[src/design/cseq_pkg.sv]
// ----------------------------------------------------------------------------
// Cursor sequence store package
// Shared request and result types, command codes, controller states and the
// control word broadcast along the row of storage cells.
// ----------------------------------------------------------------------------
package cseq_pkg;

    // Wide enough for a position or cursor at the largest supported depth.
    localparam int POS_W = 11;

    typedef enum logic [2:0] {
        OP_INSERT  = 3'd0,
        OP_ATTACH  = 3'd1,
        OP_REMOVE  = 3'd2,
        OP_START   = 3'd3,
        OP_ADVANCE = 3'd4,
        OP_READ    = 3'd5
    } op_t;

    typedef enum logic {
        ST_IDLE,
        ST_REPORT
    } state_t;

    typedef struct packed {
        logic [2:0]  op;
        logic [31:0] value;
    } request_t;

    typedef struct packed {
        logic [31:0] current_value;
        logic        has_current;
        logic [6:0]  item_count;
        logic        rejected;
    } result_t;

    typedef struct packed {
        logic             load;
        logic             shift_up;
        logic             shift_down;
        logic [POS_W-1:0] pos;
        logic [POS_W-1:0] cursor;
    } cell_ctrl_t;

endpackage

[src/design/cseq_cell.sv]
// ----------------------------------------------------------------------------
// Cursor sequence store cell
// Holds one entry of the sequence. Loads a new value, takes its lower or
// upper neighbour's entry during a shift, or holds, and presents its entry
// on the read tap when the cursor points at it.
// ----------------------------------------------------------------------------
module cseq_cell #(
    parameter int INDEX       = 0,
    parameter int VALUE_WIDTH = 32
) (
    input  logic                    clk,
    input  cseq_pkg::cell_ctrl_t    ctrl,
    input  logic [VALUE_WIDTH-1:0]  load_value,
    input  logic [VALUE_WIDTH-1:0]  lower_data,
    input  logic [VALUE_WIDTH-1:0]  upper_data,
    output logic [VALUE_WIDTH-1:0]  data,
    output logic [VALUE_WIDTH-1:0]  tap
);
    import cseq_pkg::*;

    localparam logic [POS_W-1:0] MY_POS = POS_W'(INDEX);

    logic [VALUE_WIDTH-1:0] data_reg;
    logic [VALUE_WIDTH-1:0] data_next;

    always_comb
    begin
        data_next = data_reg;
        if (ctrl.load && (ctrl.pos == MY_POS))
        begin
            data_next = load_value;
        end
        else if (ctrl.shift_up && (MY_POS > ctrl.pos))
        begin
            data_next = lower_data;
        end
        else if (ctrl.shift_down && (MY_POS >= ctrl.pos))
        begin
            data_next = upper_data;
        end
    end

    always_ff @(posedge clk)
    begin
        data_reg <= data_next;
    end

    assign data = data_reg;
    assign tap  = (ctrl.cursor == MY_POS) ? data_reg : '0;

endmodule

[config.mk]
export PLATFORM = sky130hd
export DESIGN_NAME = cseq_cell
export DESIGN_NICKNAME = d
export VERILOG_FILES = /design/src/design/cseq_pkg.sv /design/src/design/cseq_cell.sv
export SDC_FILE = /design/constraint.sdc
export NUM_CORES = 1
export LEC_CHECK = 0
export BUFFER_PORTS_ARGS = -buffer_cell sky130_fd_sc_hd__buf_2
export CAP_MARGIN = 10
export CORE_MARGIN = 3
export CORE_UTILIZATION = 35
export CTS_CLUSTER_SIZE = 20
export DETAILED_ROUTE_END_ITERATION = 12
export PLACE_DENSITY = 0.92
export SLEW_MARGIN = 40
export SYNTH_ARGS = -nofsm -noshare
export SYNTH_HDL_FRONTEND = slang
export SYNTH_SLANG_ARGS = --single-unit
[constraint.sdc]
create_clock -name clk -period 2.12 [get_ports clk]
set_input_delay 0.318 -clock clk [delete_from_list [all_inputs] [get_ports clk]]
set_output_delay 0.318 -clock clk [all_outputs]
set_load 0.03 [all_outputs]
# Word level (Yosys, flattened, before mapping)
# Cells that the tools add are included.
[totals] register_bits=32 elab_cells=13 inputBits=122 output_inout_bits=64
[op_classes] reduce_logical=6 magnitude_cmp=2 mux=4
[ops] op="2-to-1 mux 32 bit" n=4
[ops] op="zero test 11 bit" n=2
[ops] op="greater-or-equal comparator 1 x 11 -> 1 bit, first input constant" n=1
[ops] op="> comparator 1 x 11 -> 1 bit, first input constant" n=1
[ops] op="logical AND 1 bit" n=3
[ops] op="nonzero test 3 bit" n=1

# Logic depth before layout (Yosys ltp)
# Gate-level depths: netlist of run 1.
[logic_depth] depth_word=5 ltp_mapped=4 ltp_nobuf=3

# Worst setup path after synthesis of run 1
# No wires, ideal clock.
[synth_timing] kind="input-to-reg" start="in ctrl[18] in the netlist's numbering" end="reg data_reg[0] (netlist: data[0]) (enable)" setup_slack_ps=184 n_path_buf=0 arrival_time_ps=1545 stages=2 required_time_ps=1729 setup_ps=391 path_cell_list="nor4_2 o2111a_1"
[synth_via] elab_chain_cells=3 word_cells_on_any_way=7 classes_between="2 x order compare; 5 x reduce/logical"
[synth_lines] element="start: declaration" line_no="cseq_cell.sv:12" source="input cseq_pkg::cell_ctrl_t ctrl,"
[synth_lines] element="> comparator 1 x 11 -> 1 bit, or another cell as far along" line_no="cseq_cell.sv:33" source="else if (ctrl.shift_up && (MY_POS > ctrl.pos))"
[synth_lines] element="logical AND 1 bit, on equally long branches" line_no="cseq_cell.sv:33, cseq_cell.sv:29, cseq_cell.sv:37"
[synth_lines] element="nonzero test 3 bit (no source line) (*)"
[synth_lines] element="end signal: assignment" line_no="cseq_cell.sv:45" source="data_reg <= data_next;"
[synth_lines] element="end: declaration" line_no="cseq_cell.sv:23" source="logic [VALUE_WIDTH-1:0] data_reg;"
# Every way passes the cells marked *; elsewhere a longest branch is shown, timed or not.
# A chain may end at the register's enable or synchronous reset.

# Worst setup path after layout of run 1
[layout_timing] start="in ctrl[5] in the netlist's numbering" end="out tap[24]"
[layout_via] elab_chain_cells=2
[layout_lines] element="zero test 11 bit" line_no="cseq_cell.sv:49" source="assign tap = (ctrl.cursor == MY_POS) ? data_reg : '0;"
[layout_lines] element="2-to-1 mux 32 bit" line_no="cseq_cell.sv:49"
[layout_lines] element="end: declaration" line_no="cseq_cell.sv:17" source="output logic [VALUE_WIDTH-1:0] tap"
# No other way between the ends.

==> impl_results.md, run 1 <==
* Final WL at 4.63 mm
* Endpoint, Worst Hold: data[19]
* Fraction of the mapped netlist area in simple logic gates at 15.2%
* Critical path fanouts, max at 32
* Largest family of logic cells by synthesized area: multiplexers
* # Post-CTS Setup Buffers at 0
* Power Density at 471 mW/mm^2
* Critical Path AT at 1.50 ns
* Worst hold stages at 2
* Maximum clock rate at 549 MHz
* Vias per cell at 4.47
* Run status: finished clean
* Die X at 76.8 um
* Compound-gate portion of the synthesized area at 0.641%
* Ranking of synthesized cells by area: edfxtp_1, mux2_4, and2_1
* Min Tclk post-route at 1.82 ns
* Crit path required time at 1.80 ns
* CTS buffer count at 5
* Mux share of post-synthesis cell area at 26.9%
* PostCTS Resize Cnt at 0
* Initial Util at 36.7%
* Gr usage total at 15.6%
* Antenna-violating nets left at 0
* Static leakage at 1.42 nW
* CTS sink count at 32
* Seq/Total Area, Yosys at 54.7%
* Clock buffer depth at 2
* Grt total ovfl at 0
* Final Hold Viols at 0
* Fin Hold WS at 0.339 ns
* PortBufs at 152
* Largest net degree at the start of global routing at 33
* Async S/R FF share, synth at 0%
* Predominant post-synthesis flop cell: edfxtp_1
* Unrepaired setup endpoints after global routing: false
* Crit start category: primary input
* # rows at 25
* Post-synth top area cell: edfxtp_1
* Nets at 390
* Rel. slew slack at 78.3%
* Setup TNS at 0 ns
* Peak supply drop at 0.324 mV
* Max-Cap Viols at 0
* CTS tree: done
* Kind of critical path: in -> out
* Fin util at 56.0%
* Initial DRC count at 55
* Min-delay src: upper_data[19]
* Slew of the pin with the lowest slew margin at 0.323 ns
* Netlist cell types at 12
* Setup crit end kind: primary output
* IO Count at 186
* Die Ht at 76.8 um
* Synth Warn # at 0
* Post-synth top cells: and2_1, edfxtp_1, mux2_4, buf_6, clkbuf_1
* Die area at 0.00591 sq mm
* DR WL/cell at 13.8 um
* Vias post-DR at 1,501
* Initial antenna violation count at 0
* CTS Hold Bufs at 0
* DRC errors left at 0
* #FFs+latches synth at 32
* Final worst-path cycle share at 85.9%
* Proportion of netlist area held by the largest area contributor at 54.7%
* Flip-flop count of the largest register after layout at 32
* Power after layout at 0.00126 W
* Initial DRT Pass Iterations at 4
* H-tree levels at 2
* Slew Limit Fails at 0
* Final Setup Violations at 0
* Layout cells sized above 1 at 72.9%
* Post-synth EDFFs at 32
* Synth Instances at 111
* Syn Area/Cell at 15.8 sq um
* Core Footprint at 0.00479 sq mm
* Post-Synth Adder-Cell Area at 0%
* HP Class: in -> reg
* Post-Syn Nets at 233
* Xor and xnor area share after synthesis at 0%
* Diodes inserted at 0
* Area grow syn2layout at 52.5%
* First-pass GRT wire length at 7.29 mm
* Clk slew on worst S/H paths at 0.06 ns
* Cell Area, Synth at 0.00176 sq mm
* GP Congestion at 0.698
* Vias in the first global route at 1,637
* Root buffer cell: clkbuf_8
worst max-delay path, stage by stage:
cell    delay [ns]
buf_2         0.09
nor4_1        0.27
and3_1        0.19
buf_4         0.25
and2_1        0.17
buf_2         0.20
logic make-up (layout without fill, tap and decap cells):
group                  Yosys count  after routing
AO/OA/AOI/OAI                    1              1
multiplexers                    32             32
flip-flops                      32             32
AND/OR/NAND/NOR                 40             40
buffers and inverters            6            164
through the flow:
step / setup slack, ns / std cells / cell area [sq um]
final: 0.300 / 336 / 2680
after global routing: 0.130 / 336 / 2680
after CTS: 0.255 / 336 / 2680
after detailed placement: 0.265 / 328 / 2600
after global placement: 0.335 / 328 / 2600
after floorplan: 0.184 / 111 / 1760
per-layer routing:
metal / global-route usage [%] / part of all wire [%]
met1: 14.6 / 32
met2: 31.2 / 59
met3: 3.99 / 7.2
met4: 6.34 / 1.6
met5: 0 / 0
cells in the final DEF, fill, tap and decap left out, drive strengths merged:
cell type / Yosys / layout
edfxtp: 32 / 32
and3: 1 / 1
clkinv: 0 / 1
buf: 3 / 156
nor3: 2 / 2
clkbuf: 3 / 7
and2: 32 / 32
o2111a: 1 / 1
mux2: 32 / 32
nand4: 1 / 1
nor4: 4 / 4
final cells by class:
class	instances	area, sq um
clock buffers	7	76.3
clock inverters	1	3.75
fillers	417	2110
multi-input cells	73	751
flip-flops and latches	32	961
well taps	67	83.8
repair buffers	156	803
report_power, final:
| part | internal, W | total (W) | switching [W] | leakage [nW] |
|---|---|---|---|---|
| Combinational | 0.0000975 | 0.000134 | 0.0000365 | 1.10 |
| Sequential | 0.000696 | 0.000696 | 0.000000126 | 0.287 |
| Clock | 0.000228 | 0.000431 | 0.000203 | 0.0399 |
| Total | 0.00102 | 0.00126 | 0.000240 | 1.42 |
worst max-delay path by stage:
| stage | slack [ns] | cells past startpoint | to | start |
|---|---|---|---|---|
| after floorplan | 0.18 | 2 | data[0] | ctrl[18] |
| after global placement | 0.33 | 5 | data[3] | ctrl[18] |
| after CTS | 0.25 | 6 | tap[12] | ctrl[5] |
| after detailed placement | 0.27 | 6 | tap[12] | ctrl[5] |
| final | 0.30 | 6 | tap[24] | ctrl[5] |
| after global routing | 0.13 | 6 | tap[23] | ctrl[5] |
(Power assumes the default switching activity.)
==> run 2: changes to the inputs <==
--- a/config.mk
+++ b/config.mk
@@ -7,11 +7,14 @@
 export LEC_CHECK = 0
 export BUFFER_PORTS_ARGS = -buffer_cell sky130_fd_sc_hd__buf_2
 export CAP_MARGIN = 10
+export CELL_PAD_IN_SITES_DETAIL_PLACEMENT = 1
+export CELL_PAD_IN_SITES_GLOBAL_PLACEMENT = 1
 export CORE_MARGIN = 3
-export CORE_UTILIZATION = 35
+export CORE_UTILIZATION = 24
 export CTS_CLUSTER_SIZE = 20
 export DETAILED_ROUTE_END_ITERATION = 12
-export PLACE_DENSITY = 0.92
+export HOLD_SLACK_MARGIN = 0.12
+export PLACE_DENSITY = 0.9
 export SLEW_MARGIN = 40
 export SYNTH_ARGS = -nofsm -noshare
 export SYNTH_HDL_FRONTEND = slang
==> run 2 against run 1 <==
Non-clock buffer count unchanged. Combinational power about the same. Global-route usage decreased by 2.9 points. Critical path depth unchanged. Total power about the same. Clock power about the same. Via count increased by 1.9%. Sequential power about the same. Critical path type unchanged.
==> impl_results.md, run 2 (synthesis gave the netlist of run 1 again) <==
* Vias per cell at 4.20
* Commonest non-fill, non-tap cell in the layout: buf_2
* Critical path launch point: ctrl[1]
* GP Congestion at 0.759
* Setup crit end kind: primary output
* Slew Limit Fails at 0
* Rel. slew slack at 74.9%
* Final WL at 5.44 mm
* Grt total ovfl at 0
* Internal power at 0.00101 W
* Initial DRT Pass Iterations at 4
* First-pass GRT wire length at 8.42 mm
* Largest net degree at the start of global routing at 33
* Max-Cap Viols at 0
* Sw Pwr at 0.000251 W
* Most frequent cells in the layout: buf_2, and2_1, edfxtp_1, mux2_4, clkbuf_8
* Gate power share at 10.8%
* # Post-CTS Setup Buffers at 0
* Die X at 91.6 um
* # rows at 30
* DRC errors left at 0
* Sw frac at 19.9%
* Initial Util at 25.3%
* PortBufs at 152
* Final Hold Viols at 0
* Setup crit end: tap[2]
* HP Class: in -> reg
* Critical Path AT at 1.43 ns
* Die area at 0.00838 sq mm
* Metal3 WL at 443 um
* Fillcell total at 814
* Worst hold stages at 2
* Final worst-path cycle share at 82.7%
* Core Footprint at 0.00694 sq mm
* Diodes inserted at 0
* Setup TNS at 0 ns
* Crit path required time at 1.80 ns
* Antenna-violating nets left at 0
* Nets at 390
* Static leakage at 1.43 nW
* Vias post-DR at 1,530
* Initial antenna violation count at 0
* Clock buffer depth at 2
* Critical path fanouts, max at 32
* Min Tclk post-route at 1.75 ns
* Slew of the pin with the lowest slew margin at 0.377 ns
* HPWL after DPL at 4.47 mm
* Clk slew on worst S/H paths at 0.07 ns
* Kind of critical path: in -> out
* Crit start category: primary input
* Root buffer cell: clkbuf_8
* CTS sink count at 32
* Peak supply drop at 0.150 mV
* Area grow syn2layout at 55.1%
* Top layer used by detailed routing: met4
* Run status: finished clean
* Initial DRC count at 25
* CTS tree: done
* CTS buffer count at 5
* DR WL/cell at 14.9 um
* Power Density at 463 mW/mm^2
* Fin Hold WS at 0.336 ns
* Vias in the first global route at 1,724
* PostCTS Resize Cnt at 0
* Final Setup Violations at 0
* Unrepaired setup endpoints after global routing: false
* Power share of the clock group at 34.0%
* Flip-flop count of the largest register after layout at 32
* Maximum clock rate at 571 MHz
* Layout cells sized above 1 at 73.1%
* Seq pwr share at 55.2%
* Wire length on met2 at 3.13 mm
* Gr usage total at 12.7%
* IO Count at 186
* Die Ht at 91.6 um
* H-tree levels at 2
* CTS Hold Bufs at 0
* Met1 WL at 1.74 mm
==> run 2: changes by cell type in the layout (fill, tap and decap cells not counted) <==
cell	delta
clkbuf_1	-2
buf_12	+1
buf_4	-1
clkinv_1	+1
==> run 2: per-stage QoR <==
step / worst slack [ns] / total power, W / cell area (sq um) / instances / utilization, %
3_3_place_gp: 0.313 / 0.000839 / 2650 / 357 / 38.1
4_1_cts: 0.340 / 0.00129 / 2720 / 364 / 39.2
6_report: 0.368 / 0.00126 / 2720 / 364 / 39.2
5_1_grt: 0.286 / 0.00133 / 2720 / 364 / 39.2
2_1_floorplan: 0.184 / 0.000758 / 1760 / 111 / -
3_5_place_dp: 0.281 / 0.000848 / 2650 / 357 / 38.1
==> run 2: power groups by stage <==
stage | Combinational (W) | Sequential, W | Clock, W
floorplan | 0.0000481 | 0.000710 | 0
finish | 0.000136 | 0.000696 | 0.000429
CTS | 0.000139 | 0.000696 | 0.000453
global placement | 0.000129 | 0.000710 | 0
detailed placement | 0.000138 | 0.000710 | 0
global route | 0.000150 | 0.000695 | 0.000480
==> run 2: cell type report <==
class | count | area, sq um | share of cell area [%]
clock buffer | 5 | 68.8 | 2.53
clock inverter | 2 | 7.51 | 0.276
multi-input combinational | 73 | 751 | 27.6
sequential | 32 | 961 | 35.3
tap | 96 | 120 | 4.41
timing repair buffer | 156 | 816 | 29.9
==> run 2: worst min-delay path by stage <==
| stage | startpoint | to | slack [ns] |
|---|---|---|---|
| 3_3_place_gp | upper_data[3] | data[3] | 0.62 |
| 4_1_cts | upper_data[2] | data[2] | 0.33 |
| 5_1_grt | load_value[3] | data[3] | 0.33 |
| 6_report | upper_data[6] | data[6] | 0.34 |
| 2_1_floorplan | upper_data[10] | data[10] | 0.54 |
| 3_5_place_dp | load_value[4] | data[4] | 0.62 |
==> run 2: metal layers <==
metal / vias to the layer above / track usage [%]
li1: 724 / -
met1: 712 / 12.0
met2: 83 / 25.7
met3: 11 / 2.82
met4: 0 / 5.15
met5: - / 0
==> run 2: worst max-delay path, cell delays in order <==
cell and delay, ns:
buf_2 0.10, nor4_1 0.24, and3_1 0.24, buf_12 0.18, and2_1 0.15, buf_2 0.20
